<file path="src/rtl/core/assert_macros.svh">
// assertion macros shared by the date adder rtl
// no dependencies; compiled out when ASSERT_OFF is defined
`ifndef ASSERT_MACROS_SVH
`define ASSERT_MACROS_SVH

`ifndef ASSERT_OFF

// property checked every clock edge outside reset
`define ASSERT_ALWAYS(label, clk, rst_n, prop) \
    label: assert property (@(posedge clk) disable iff (!rst_n) (prop)) \
        else $error("assertion failed");

// consequent must hold in the cycle after the antecedent
`define ASSERT_NEXT(label, clk, rst_n, ante, cons) \
    label: assert property (@(posedge clk) disable iff (!rst_n) (ante) |=> (cons)) \
        else $error("assertion failed");

`else

`define ASSERT_ALWAYS(label, clk, rst_n, prop)
`define ASSERT_NEXT(label, clk, rst_n, ante, cons)

`endif

`endif

</file>
<file path="src/rtl/core/gda_pkg.sv">
// shared types, constants and calendar helpers for the date adder
// no dependencies; imported by every module of the block
`timescale 1ns / 1ps

package gda_pkg;

    // unit codes
    localparam logic [2:0] OP_DAY        = 3'd0;
    localparam logic [2:0] OP_WEEK       = 3'd1;
    localparam logic [2:0] OP_MONTH      = 3'd2;
    localparam logic [2:0] OP_YEAR       = 3'd3;
    localparam logic [2:0] OP_DECADE     = 3'd4;
    localparam logic [2:0] OP_CENTURY    = 3'd5;
    localparam logic [2:0] OP_MILLENNIUM = 3'd6;

    // calendar constants
    localparam logic [3:0]  MONTH_JAN = 4'd1;
    localparam logic [3:0]  MONTH_FEB = 4'd2;
    localparam logic [3:0]  MONTH_DEC = 4'd12;
    localparam logic [14:0] YEAR_MAX  = 15'd32767;
    localparam logic [4:0]  FEB_LEAP  = 5'd29;

    // reciprocal of 25 scaled by 2^20, exact quotient for 15-bit years
    localparam logic [15:0] RECIP25 = 16'd41944;
    localparam logic [4:0]  DIV25   = 5'd25;

    localparam logic [4:0] MONTH_LEN [12] = '{
        5'd31, 5'd28, 5'd31, 5'd30, 5'd31, 5'd30,
        5'd31, 5'd31, 5'd30, 5'd31, 5'd30, 5'd31
    };

    // payload of one input transaction
    typedef struct packed {
        logic [2:0]  operation;
        logic [4:0]  start_day;
        logic [3:0]  start_month;
        logic [14:0] start_year;
        logic [14:0] step_count;
    } in_t;

    // payload of one result transaction
    typedef struct packed {
        logic [4:0]  end_day;
        logic [3:0]  end_month;
        logic [14:0] end_year;
        logic        overflow;
        logic        bad_month;
    } out_t;

    // controller to datapath
    typedef struct packed {
        logic load;
        logic mult;
        logic setup;
        logic step;
        logic store;
    } cmd_t;

    // datapath to controller
    typedef struct packed {
        logic need_run;
        logic run_done;
    } status_t;

    // length of month m (1..12) given the leap flag of its year
    function automatic logic [4:0] days_in(input logic [3:0] m, input logic leap);
        logic [3:0] idx;
        idx = m - 4'd1;
        if (m == MONTH_FEB && leap)
            return FEB_LEAP;
        else if (m >= MONTH_JAN && m <= MONTH_DEC)
            return MONTH_LEN[idx];
        else
            return MONTH_LEN[0];
    endfunction

    // units per count for the multiply stage
    function automatic logic [9:0] unit_scale(input logic [2:0] op);
        case (op)
            OP_WEEK:       return 10'd7;
            OP_DECADE:     return 10'd10;
            OP_CENTURY:    return 10'd100;
            OP_MILLENNIUM: return 10'd1000;
            default:       return 10'd1;
        endcase
    endfunction

endpackage

</file>
<file path="src/rtl/core/gda_ctrl.sv">
// controller state machine for the date adder
// depends on gda_pkg and assert_macros.svh
`timescale 1ns / 1ps
`include "assert_macros.svh"

module gda_ctrl (
    input  logic              clk,
    input  logic              rst_n,
    input  logic              in_valid,
    output logic              in_stall,
    output logic              out_valid,
    input  logic              out_stall,
    input  gda_pkg::status_t  status,
    output gda_pkg::cmd_t     cmd
);
    import gda_pkg::*;

    localparam logic [2:0] S_IDLE   = 3'd0;
    localparam logic [2:0] S_MULT   = 3'd1;
    localparam logic [2:0] S_SETUP  = 3'd2;
    localparam logic [2:0] S_RUN    = 3'd3;
    localparam logic [2:0] S_FINISH = 3'd4;

    logic [2:0] state_reg, state_next;
    logic       out_valid_reg, out_valid_next;
    logic       accept;
    logic       out_free;

    // input side is open only between transactions
    assign in_stall  = (state_reg != S_IDLE);
    assign accept    = in_valid && !in_stall;
    assign out_free  = !out_valid_reg || !out_stall;
    assign out_valid = out_valid_reg;

    // next state and commands
    always_comb
    begin
        state_next = state_reg;
        cmd        = '0;
        case (state_reg)
            S_IDLE:
            begin
                if (accept)
                begin
                    cmd.load   = 1'b1;
                    state_next = S_MULT;
                end
            end
            S_MULT:
            begin
                cmd.mult   = 1'b1;
                state_next = S_SETUP;
            end
            S_SETUP:
            begin
                cmd.setup  = 1'b1;
                state_next = status.need_run ? S_RUN : S_FINISH;
            end
            S_RUN:
            begin
                cmd.step = 1'b1;
                if (status.run_done)
                    state_next = S_FINISH;
            end
            S_FINISH:
            begin
                if (out_free)
                begin
                    cmd.store  = 1'b1;
                    state_next = S_IDLE;
                end
            end
            default:
            begin
                state_next = S_IDLE;
            end
        endcase
    end

    // output valid: set on store, cleared once taken
    always_comb
    begin
        out_valid_next = out_valid_reg;
        if (cmd.store)
            out_valid_next = 1'b1;
        else if (!out_stall)
            out_valid_next = 1'b0;
    end

    always_ff @(posedge clk or negedge rst_n)
    begin
        if (!rst_n)
        begin
            state_reg     <= S_IDLE;
            out_valid_reg <= 1'b0;
        end
        else
        begin
            state_reg     <= state_next;
            out_valid_reg <= out_valid_next;
        end
    end

    // sequencing checks
    `ASSERT_NEXT(a_accept_to_mult, clk, rst_n, accept, state_reg == S_MULT)
    `ASSERT_NEXT(a_setup_skip_run, clk, rst_n, state_reg == S_SETUP && !status.need_run,
                 state_reg == S_FINISH)
    `ASSERT_NEXT(a_finish_delivers, clk, rst_n, state_reg == S_FINISH && out_free,
                 out_valid_reg && state_reg == S_IDLE)

endmodule

</file>
<file path="src/rtl/core/gda_datapath.sv">
// datapath for the date adder: operand registers, multiply stage,
// day and month stepping, year saturation and the result register; uses gda_pkg
`timescale 1ns / 1ps
`include "assert_macros.svh"

module gda_datapath (
    input  logic              clk,
    input  logic              rst_n,
    input  gda_pkg::in_t      in_data,
    input  gda_pkg::cmd_t     cmd,
    output gda_pkg::status_t  status,
    output gda_pkg::out_t     out_data
);
    import gda_pkg::*;

    logic [2:0]  op_reg,    op_next;
    logic [4:0]  d_reg,     d_next;
    logic [3:0]  m_reg,     m_next;
    logic [14:0] y_reg,     y_next;
    logic [14:0] n_reg,     n_next;
    logic [17:0] left_reg,  left_next;
    logic [24:0] prod_reg,  prod_next;
    logic [10:0] q_reg,     q_next;
    logic [4:0]  r25_reg,   r25_next;
    logic        ovf_reg,   ovf_next;
    logic        bad_reg,   bad_next;
    out_t        out_reg;

    logic        month_bad;
    logic        day_mode;
    logic        leap;
    logic [3:0]  m_inc;
    logic [4:0]  dim_cur;
    logic [4:0]  dim_new;
    logic [4:0]  adv;
    logic [4:0]  r25_inc;
    logic [30:0] qprod;
    logic [14:0] qx25;
    logic [14:0] rem;
    logic [25:0] ysum;
    logic        at_year_end;

    // decode of the held operands
    assign month_bad = (m_reg < MONTH_JAN) || (m_reg > MONTH_DEC);
    assign day_mode  = (op_reg == OP_DAY) || (op_reg == OP_WEEK);

    // leap rule from low year bits and the tracked year mod 25
    assign leap = (y_reg[1:0] == 2'd0) && ((r25_reg != 5'd0) || (y_reg[3:0] == 4'd0));

    // month lengths and next month
    assign m_inc   = (m_reg == MONTH_DEC) ? MONTH_JAN : m_reg + 4'd1;
    assign dim_cur = days_in(m_reg, leap);
    assign dim_new = days_in(m_inc, leap);
    assign adv     = dim_cur - d_reg;
    assign r25_inc = (r25_reg == DIV25 - 5'd1) ? 5'd0 : r25_reg + 5'd1;

    // year mod 25 by reciprocal multiply, remainder in the next cycle
    assign qprod = 31'(y_reg) * 31'(RECIP25);
    assign qx25  = 15'(q_reg) * 15'(DIV25);
    assign rem   = y_reg - qx25;
    assign ysum  = 26'(y_reg) + 26'(prod_reg);

    // a step that would carry into the year after the last one
    assign at_year_end = (m_reg == MONTH_DEC) && (y_reg == YEAR_MAX) &&
                         (!day_mode || (d_reg >= dim_cur));

    assign status.need_run = !month_bad && (op_reg <= OP_MONTH);
    assign status.run_done = (left_reg == 18'd0) || at_year_end;

    // register updates by command
    always_comb
    begin
        op_next   = op_reg;
        d_next    = d_reg;
        m_next    = m_reg;
        y_next    = y_reg;
        n_next    = n_reg;
        left_next = left_reg;
        prod_next = prod_reg;
        q_next    = q_reg;
        r25_next  = r25_reg;
        ovf_next  = ovf_reg;
        bad_next  = bad_reg;

        if (cmd.load)
        begin
            op_next  = in_data.operation;
            d_next   = in_data.start_day;
            m_next   = in_data.start_month;
            y_next   = in_data.start_year;
            n_next   = in_data.step_count;
            ovf_next = 1'b0;
            bad_next = 1'b0;
        end

        if (cmd.mult)
        begin
            prod_next = 25'(n_reg) * 25'(unit_scale(op_reg));
            q_next    = qprod[30:20];
        end

        if (cmd.setup)
        begin
            r25_next  = rem[4:0];
            left_next = prod_reg[17:0];
            if (month_bad)
                bad_next = 1'b1;
            else if (op_reg >= OP_YEAR && op_reg <= OP_MILLENNIUM)
            begin
                if (ysum > 26'(YEAR_MAX))
                begin
                    y_next   = YEAR_MAX;
                    ovf_next = 1'b1;
                end
                else
                    y_next = ysum[14:0];
            end
        end

        if (cmd.step && left_reg != 18'd0)
        begin
            if (at_year_end)
                ovf_next = 1'b1;
            else if (day_mode)
            begin
                if (d_reg >= dim_cur)
                begin
                    // roll into the next month
                    m_next    = m_inc;
                    d_next    = 5'd1;
                    left_next = left_reg - 18'd1;
                    if (m_reg == MONTH_DEC)
                    begin
                        y_next   = y_reg + 15'd1;
                        r25_next = r25_inc;
                    end
                end
                else if (18'(adv) > left_reg)
                begin
                    // remaining days end inside this month
                    d_next    = d_reg + left_reg[4:0];
                    left_next = 18'd0;
                end
                else
                begin
                    // jump to the last day of this month
                    d_next    = d_reg + adv;
                    left_next = left_reg - 18'(adv);
                end
            end
            else
            begin
                // one month forward, day clamped to the new length
                m_next    = m_inc;
                left_next = left_reg - 18'd1;
                if (d_reg > dim_new)
                    d_next = dim_new;
                if (m_reg == MONTH_DEC)
                begin
                    y_next   = y_reg + 15'd1;
                    r25_next = r25_inc;
                end
            end
        end
    end

    always_ff @(posedge clk)
    begin
        op_reg   <= op_next;
        d_reg    <= d_next;
        m_reg    <= m_next;
        y_reg    <= y_next;
        n_reg    <= n_next;
        left_reg <= left_next;
        prod_reg <= prod_next;
        q_reg    <= q_next;
        r25_reg  <= r25_next;
        ovf_reg  <= ovf_next;
        bad_reg  <= bad_next;
    end

    // result register
    always_ff @(posedge clk)
    begin
        if (cmd.store)
        begin
            out_reg.end_day   <= d_reg;
            out_reg.end_month <= m_reg;
            out_reg.end_year  <= y_reg;
            out_reg.overflow  <= ovf_reg;
            out_reg.bad_month <= bad_reg;
        end
    end

    assign out_data = out_reg;

    // stepping only runs on valid months, day-based or month units, reduced year
    `ASSERT_ALWAYS(a_step_month_ok, clk, rst_n, !cmd.step || !month_bad)
    `ASSERT_ALWAYS(a_step_unit_ok, clk, rst_n, !cmd.step || op_reg <= OP_MONTH)
    `ASSERT_ALWAYS(a_step_rem_ok, clk, rst_n, !cmd.step || r25_reg < DIV25)

endmodule

</file>
<file path="src/rtl/core/gregorian_date_adder_top.sv">
// date adder: one transaction in (date, unit, count), one result out per transaction
// an accepted input passes the multiply and setup states to finish, where the result is stored
// once the output is free; year, decade, century, millennium and unknown units and bad months
// skip the stepping loop, which day, week and month units run between setup and finish
// a new transaction is taken only when idle; input reopens after the result is stored
// reset (rst_n low, asynchronous) returns the controller to idle with no result pending
`timescale 1ns / 1ps

module gregorian_date_adder_top (
    input  logic           clk,
    input  logic           rst_n,
    input  logic           in_valid,
    output logic           in_stall,
    input  gda_pkg::in_t   in_data,
    output logic           out_valid,
    input  logic           out_stall,
    output gda_pkg::out_t  out_data
);
    import gda_pkg::*;

    cmd_t    cmd;
    status_t status;

    // sequencing
    gda_ctrl u_ctrl (
        .clk       (clk),
        .rst_n     (rst_n),
        .in_valid  (in_valid),
        .in_stall  (in_stall),
        .out_valid (out_valid),
        .out_stall (out_stall),
        .status    (status),
        .cmd       (cmd)
    );

    // arithmetic and result register
    gda_datapath u_datapath (
        .clk      (clk),
        .rst_n    (rst_n),
        .in_data  (in_data),
        .cmd      (cmd),
        .status   (status),
        .out_data (out_data)
    );

endmodule

</file>
<file path="config.mk">
export PLATFORM = sky130hd
export DESIGN_NAME = gregorian_date_adder_top
export DESIGN_NICKNAME = d
export VERILOG_FILES = /design/src/rtl/core/gda_pkg.sv /design/src/rtl/core/gda_ctrl.sv /design/src/rtl/core/gda_datapath.sv /design/src/rtl/core/gregorian_date_adder_top.sv
export VERILOG_INCLUDE_DIRS = /design/src /design/src/rtl/core
export SDC_FILE = /design/constraint.sdc
export NUM_CORES = 1
export LEC_CHECK = 0
export BUFFER_PORTS_ARGS = -buffer_cell sky130_fd_sc_hd__buf_2
export CAP_MARGIN = 0
export CORE_ASPECT_RATIO = 0.5
export CORE_MARGIN = 4
export CORE_UTILIZATION = 36
export CTS_BUF_LIST = sky130_fd_sc_hd__clkbuf_8
export CTS_CLUSTER_SIZE = 14
export DETAILED_ROUTE_END_ITERATION = 8
export PLACE_DENSITY_LB_ADDON = 0.3
export SYNTH_ARGS = -nofsm -noshare
export SYNTH_HDL_FRONTEND = slang
export SYNTH_SLANG_ARGS = --single-unit
</file>
<file path="constraint.sdc">
create_clock -name clk -period 7.8 [get_ports clk]
set_input_delay 2.34 -clock clk [delete_from_list [all_inputs] [get_ports clk]]
set_output_delay 2.34 -clock clk [all_outputs]
set_load 0.01 [all_outputs]
</file>
==> results of run 1 <==
cell type report:
class / count / share of cell area, %
flip-flops and latches: 127 / 20.0
repair buffers: 86 / 2.80
clock inverters: 14 / 1.15
inverters: 227 / 5.15
multi-input cells: 1186 / 65.3
clock buffers: 18 / 1.50
well taps: 540 / 4.09
metal layers:
layer | GRT usage, % | up-vias
li1 | - | 5584
met1 | 23.2 | 5488
met2 | 26.2 | 200
met3 | 2.28 | 39
met4 | 4.10 | 0
met5 | 0 | -
cells in the mapped netlist, drive strengths merged (5+ instances only):
master,count,area (sq um)
inv,227,852
ha,212,2650
fa,159,3180
nand2,131,492
a21oi,83,415
nor2,78,300
edfxtp,74,2220
o21ai,65,325
dfxtp,49,981
xnor2,49,429
and2,42,263
nand3,36,180
clkbuf,32,120
and3,28,175
nor3,28,140
xor2,21,184
nor2b,20,125
mux2i,19,190
a21o,17,128
o21a,16,120
a211oi,14,105
o221ai,12,105
a31oi,11,75.1
nand4,10,62.6
nor4,9,86.3
o21bai,9,67.6
nand2b,8,57.6
o211ai,8,65.1
o22ai,8,50.1
or3,8,55.1
buf,7,30.0
a32oi,6,52.6
nor3b,6,45.0
a311oi,5,43.8
metrics by stage:
| step | setup slack (ns) | hold slack, ns | utilization [%] | std cells |
|---|---|---|---|---|
| after floorplan | 1.98 | 0.406 | - | 1579 |
| after global placement | 1.31 | 0.427 | 39.4 | 2166 |
| after detailed placement | 1.11 | 0.413 | 39.4 | 2166 |
| after CTS | 1.07 | 0.452 | 40.5 | 2198 |
| after global routing | 0.311 | 0.478 | 40.5 | 2198 |
| final | 0.978 | 0.451 | 40.5 | 2198 |
worst max path at each step:
stage | from | end | slack, ns
global route | u_datapath.y_reg[2] | u_datapath.d_reg[4] | 0.31
CTS | u_datapath.y_reg[2] | u_datapath.d_reg[4] | 1.07
finish | u_datapath.y_reg[2] | u_datapath.d_reg[4] | 0.98
global placement | u_datapath.y_reg[2] | u_datapath.d_reg[4] | 1.31
detailed placement | u_datapath.y_reg[2] | u_datapath.d_reg[4] | 1.11
floorplan | u_datapath.y_reg[2] | u_datapath.d_reg[4] | 1.98
cell families (layout without fill, tap and decap cells):
group	count (synthesis)	count (layout)	synth area share (%)
AOI/OAI and AO/OA	302	302	13.1
DFF	127	127	21.9
muxes	20	20	1.34
buffers and inverters	266	345	6.65
xor gates and xnor gates	70	70	4.07
and+or+nand+nor	423	423	14.2
adders and majority gates	371	371	38.7
worst register-to-register path, stage by stage (launching register included):
cell	delay, ns
dfxtp_1	0.60
inv_1	0.29
ha_1	0.28
or4b_2	0.66
o21ai_0	0.40
o221ai_1	0.20
a222oi_1	0.42
ha_1	0.27
fa_1	0.21
xor2_1	0.19
ha_1	0.28
nor2b_1	0.16
o21ai_0	0.22
a21boi_0	0.30
nor3_1	0.50
nand2_1	0.26
nor2_1	0.14
a21oi_1	0.05
ha_1	0.21
fa_1	0.40
a21o_1	0.19
a21oi_1	0.16
xor2_1	0.16
nand2_1	0.07
a32oi_1	0.15
==> flow_metrics.env, run 1 <==
export IMPL_antenna_found_initial=0
export IMPL_path_buf_inv=1
export IMPL_worstSetupPathDepth=24
export IMPL_routed_wl_microns=36300
export IMPL_worst_ep_arrival_time_ns=7.24
export IMPL_syn_area_per_cell_sq_um=9.55
export IMPL_synth_cell_types=74
export IMPL_cpMostUsedCell="ha_1"
export IMPL_worstPathMaxFanout=10
export IMPL_synth_nets=1996
export IMPL_seq_area_sq_um=3300
export IMPL_htree_num_levels=4
export IMPL_fin_crit_sh_pct=87.5
export IMPL_drtIter0Drc=665
export IMPL_slew_headroom_pct=22.3
export IMPL_drc=0
export IMPL_skew_ns=0.0205
export IMPL_clock_latency_ns=0.48
export IMPL_min_to="u_datapath.out_data[0]"
export IMPL_slowest_delay_ns=0.66
export IMPL_overflow=0
export IMPL_synth_async_reset_ratio_pct=3.15
export IMPL_post_cts_buffers=0
export IMPL_area_delta_synth_final_pct=9.62
export IMPL_holdPathStages=0
export IMPL_io_buffer_count=73
export IMPL_die_w_microns=297
export IMPL_status="completed"
export IMPL_clkTransAtPathRegs_ns=0.09
export IMPL_gp_congestion=0.840
export IMPL_timing_setup_tns_ns=0
export IMPL_cpLargestDelayFamily="compound AO/OA/AOI/OAI gates"
export IMPL_worstHoldPathType="reg2reg"
export IMPL_firstDrtPassIters=5
export IMPL_nets=2062
export IMPL_avgViaCountPerCell=5.15
export IMPL_cts_root_buffer="clkbuf_8"
export IMPL_synth_ff_type="edfxtp_1"
export IMPL_cp_slowest_cell="or4b_2"
export IMPL_cts_hold_buf=0
export IMPL_crit_path_end_kind="flop"
export IMPL_clock_sinks=127
export IMPL_cts_tree="yes"
export IMPL_dpl_cell_area_sq_um=16100
export IMPL_ios=74
export IMPL_die_height_microns=153
export IMPL_max_cap_violations=0
export IMPL_fillerInstances=4087
export IMPL_netlist_instances=1579
export IMPL_met3WireLength_microns=1280
export IMPL_tightest_slew_ns=1.16
export IMPL_reg2reg_depth=24
export IMPL_rrSetupSlack_ns=0.98
export IMPL_wl_met1_microns=18000
export IMPL_wl_per_cell_microns=16.5
export IMPL_synth_edf_count=74
export IMPL_synth_area_sq_um=15100
export IMPL_largest_reg_flops=26
export IMPL_hp_start="u_datapath.bad_reg"
export IMPL_ys_seq_elements=127
export IMPL_drive_gt1_share_pct=8.44
export IMPL_n_antenna_cell=0
export IMPL_hpwl_microns=29100
export IMPL_grt_pass1_vias=11400
export IMPL_numCtsBuffers=17
export IMPL_wl_met2_microns=16400
export IMPL_routed_top_layer="met4"
export IMPL_max_freq_mhz=147
export IMPL_cts_max_path_buffers=2
export IMPL_ys_seq_area_share_pct=21.9
export IMPL_initial_core_util_pct=36.9
export IMPL_rsz0062_at_grt="no"
export IMPL_die_area_sq_um=45400
export IMPL_min_period_ns=6.82
export IMPL_grt_max_degree=32
export IMPL_fin_area_sq_um=16500
export IMPL_multi_input_area_sq_um=10800
export IMPL_cp_required_ns=8.21
export IMPL_crit_path_cell_trace="inv_1 -> ha_1 -> or4b_2 -> o21ai_0 -> o221ai_1 -> a222oi_1 -> ha_1 -> fa_1 -> xor2_1 -> ha_1 -> nor2b_1 -> o21ai_0 -> a21boi_0 -> nor3_1 -> nand2_1 -> nor2_1 -> a21oi_1 -> ha_1 -> fa_1 -> a21o_1 -> a21oi_1 -> xor2_1 -> nand2_1 -> a32oi_1"
export IMPL_reg2reg_to="u_datapath.d_reg[4]"
export IMPL_finalHoldViolCount=0
export IMPL_grt_pass1_wl_microns=60200
export IMPL_final_cell_mix="inv_1 (227), ha_1 (212), fa_1 (159), nand2_1 (131), a21oi_1 (82)"
export IMPL_cp_start_kind="flop"
export IMPL_ctsResizeCount=0
export IMPL_setup_viol=0
export IMPL_regToRegStartpoint="u_datapath.y_reg[2]"
export IMPL_ys_warn_count=0
export IMPL_num_vias=11300
export IMPL_drv_slew=0
export IMPL_core_area_sq_um=40900
export IMPL_ant_nets=0
export IMPL_final_common_cell="inv_1"
export IMPL_num_rows=52
export IMPL_crit_type="reg2reg"
export IMPL_groute_usage_overall_pct=16.3
Power of run 1 is left out: the tool's default activity adds up to more than one toggle a clock period on the data nets, which glitch-free logic cannot reach.
==> run 2: changes to the inputs <==
BUFFER_PORTS_ARGS = not set   (was -buffer_cell sky130_fd_sc_hd__buf_2)
DONT_BUFFER_PORTS = 1   (was not set)
SYNTH_HIERARCHICAL = 1   (was not set)
==> flow_metrics.env, run 2 <==
export IMPL_synth_simple_area_share_pct=14.4
export IMPL_cp_required_ns=8.23
export IMPL_worstPathMaxFanout=12
export IMPL_nets=2012
export IMPL_synth_ff_type="edfxtp_1"
export IMPL_drc=0
export IMPL_yosysMostFrequentCell="inv_1"
export IMPL_fin_crit_sh_pct=85.4
export IMPL_grt_max_degree=42
export IMPL_synth_adder_area_share_pct=37.9
export IMPL_synthTopCellsByCount="inv_1 (241), ha_1 (211), fa_1 (159), nand2_1 (118), a21oi_1 (93)"
export IMPL_num_rows=53
export IMPL_clock_sinks=127
export IMPL_rsz0062_at_grt="no"
export IMPL_grt_pass1_wl_microns=61000
export IMPL_ios=74
export IMPL_synth_mux_area_share_pct=1.60
export IMPL_initial_core_util_pct=36.5
export IMPL_die_w_microns=300
export IMPL_ant_nets=0
export IMPL_drv_slew=0
export IMPL_cp_start_kind="flop"
export IMPL_finalHoldViolCount=0
export IMPL_groute_usage_overall_pct=16.4
export IMPL_synth_area_sq_um=15400
export IMPL_cts_hold_buf=0
export IMPL_synth_nets=2030
export IMPL_ys_seq_elements=127
export IMPL_min_to="u_datapath/out_data[0]"
export IMPL_post_synth_top_area_fraction_pct=20.7
export IMPL_clkTransAtPathRegs_ns=0.09
export IMPL_drtIter0Drc=785
export IMPL_reg2reg_to="u_datapath/d_reg[4]"
export IMPL_rrSetupSlack_ns=1.14
export IMPL_regToRegStartpoint="u_datapath/y_reg[2]"
export IMPL_synth_edf_count=74
export IMPL_place_ws_ns=1.24
export IMPL_wl_per_cell_microns=16.7
export IMPL_avgViaCountPerCell=5.16
export IMPL_setup_slack_ns=1.14
export IMPL_synth_cell_types=89
export IMPL_firstDrtPassIters=6
export IMPL_hp_start="u_datapath/bad_reg"
export IMPL_drive_gt1_share_pct=4.47
export IMPL_area_delta_synth_final_pct=6.58
export IMPL_crit_type="reg2reg"
export IMPL_antenna_found_initial=3
export IMPL_post_cts_buffers=0
export IMPL_synth_async_reset_ratio_pct=3.15
export IMPL_htree_num_levels=4
export IMPL_synth_compound_area_share_pct=13.2
export IMPL_timing_setup_tns_ns=0
export IMPL_ys_seq_area_share_pct=21.5
export IMPL_stdcell_count=2188
export IMPL_ctsResizeCount=0
export IMPL_crit_path_end_kind="flop"
export IMPL_cts_max_path_buffers=2
export IMPL_cts_root_buffer="clkbuf_8"
export IMPL_skew_ns=0.0223
export IMPL_dp_cells=2154
export IMPL_netlist_instances=1614
export IMPL_num_vias=11300
export IMPL_status="completed"
export IMPL_overflow=0
export IMPL_io_buffer_count=0
export IMPL_setup_viol=0
export IMPL_reg2reg_depth=27
export IMPL_worst_ep_arrival_time_ns=7.08
export IMPL_synth_top_family_by_area="adder cells"
export IMPL_largest_reg_flops=26
export IMPL_postLayoutCoreUtil_pct=38.9
export IMPL_final_cell_mix="inv_1 (242), ha_1 (211), fa_1 (159), nand2_1 (118), a21oi_1 (92)"
export IMPL_ys_warn_count=6
export IMPL_synthTopCellsByArea="fa_1 (21%), ha_1 (17%), edfxtp_1 (14%)"
export IMPL_synth_xor_area_share_pct=4.16
export IMPL_core_area_sq_um=42000
export IMPL_gp_congestion=0.868
export IMPL_die_area_sq_um=46200
export IMPL_hpwl_microns=29100
export IMPL_worstHoldPathType="reg2reg"
export IMPL_max_cap_violations=0
export IMPL_grt_pass1_vias=11300
export IMPL_syn_area_per_cell_sq_um=9.51
export IMPL_slew_headroom_pct=25.4
export IMPL_tightest_slew_ns=1.12
export IMPL_min_period_ns=6.66
export IMPL_synth_top_area_cell="fa_1"
export IMPL_holdPathStages=0
export IMPL_die_height_microns=154
export IMPL_numCtsBuffers=17
export IMPL_max_freq_mhz=150
export IMPL_routed_wl_microns=36600
export IMPL_clock_latency_ns=0.50
export IMPL_cts_tree="yes"
export IMPL_final_common_cell="inv_1"
[run 2: cell count changes in the layout (fill, tap and decap cells not counted), moves of 6 or more]
cell	before	now
a211oi_1	14	4
a21o_1	17	10
a21oi_1	82	92
and2_1	42	48
buf_2	73	0
inv_1	227	242
nand2_1	131	118
nand3_1	36	44
nor2b_1	20	12
o211ai_1	7	13
o21a_1	16	10
o21ai_0	63	69
or3_1	7	14
[run 2: cell families (layout without fill, tap and decap cells)]
logic type,after synthesis,count (layout)
flops,127,127
fa+ha+maj,370,370
simple gates,424,424
mux,24,24
compound gates,309,309
buf+inv,287,282
xor+xnor,73,73
other cells,0,2
[run 2: worst max path at each step]
stage	end	from	slack (ns)
final	u_datapath/d_reg[4]	u_datapath/y_reg[2]	1.14
after global routing	u_datapath/d_reg[4]	u_datapath/y_reg[2]	0.49
after CTS	u_datapath/d_reg[4]	u_datapath/y_reg[2]	1.19
after detailed placement	u_datapath/prod_reg[24]	u_datapath/op_reg[2]	1.24
after global placement	u_datapath/d_reg[4]	u_datapath/y_reg[2]	1.40
after floorplan	u_datapath/prod_reg[24]	u_datapath/op_reg[2]	1.83
[run 2: through the flow]
stage          instance area [sq um]  hold WS, ns
2_1_floorplan                  15400        0.406
3_3_place_gp                   16000        0.466
3_5_place_dp                   16000        0.465
4_1_cts                        16400        0.484
5_1_grt                        16400        0.494
6_report                       16400        0.480
[run 2: layout make-up]
class | count | area [sq um]
fill | 4228 | 25700
multi-input combinational | 1200 | 11000
sequential | 127 | 3300
inverter | 241 | 905
tap | 577 | 722
clock buffer | 19 | 262
clock inverter | 13 | 138
timing repair buffer | 9 | 67.6
antenna | 2 | 5.00
[run 2: layer usage]
layer	GRT usage, %	wire [microns]	part of all wire, %
met1	23.4	18200	50
met2	26.1	16600	45
met3	3.27	1330	3.6
met4	3.57	519	1.4
met5	0	13	0.035
[run 2: worst max-delay path: stages (launching register included)]
cell and delay [ns]:
dfxtp_1 0.64, inv_1 0.29, ha_1 0.29, o21ai_1 0.32, inv_1 0.10, a221oi_1 0.25
nor2_1 0.07, a21oi_1 0.14, nor2_1 0.05, a221oi_1 0.31, ha_1 0.26, fa_1 0.47
inv_1 0.10, fa_1 0.21, nand2b_1 0.12, a21boi_0 0.10, o21ai_0 0.42, nand4_1 0.29
or3_1 0.61, nor2_1 0.16, a21oi_1 0.06, ha_1 0.23, fa_1 0.40, a21o_1 0.19
a21oi_1 0.16, xor2_1 0.16, a22oi_1 0.08, a21oi_1 0.11
Power of run 2 is left out for the same reason.
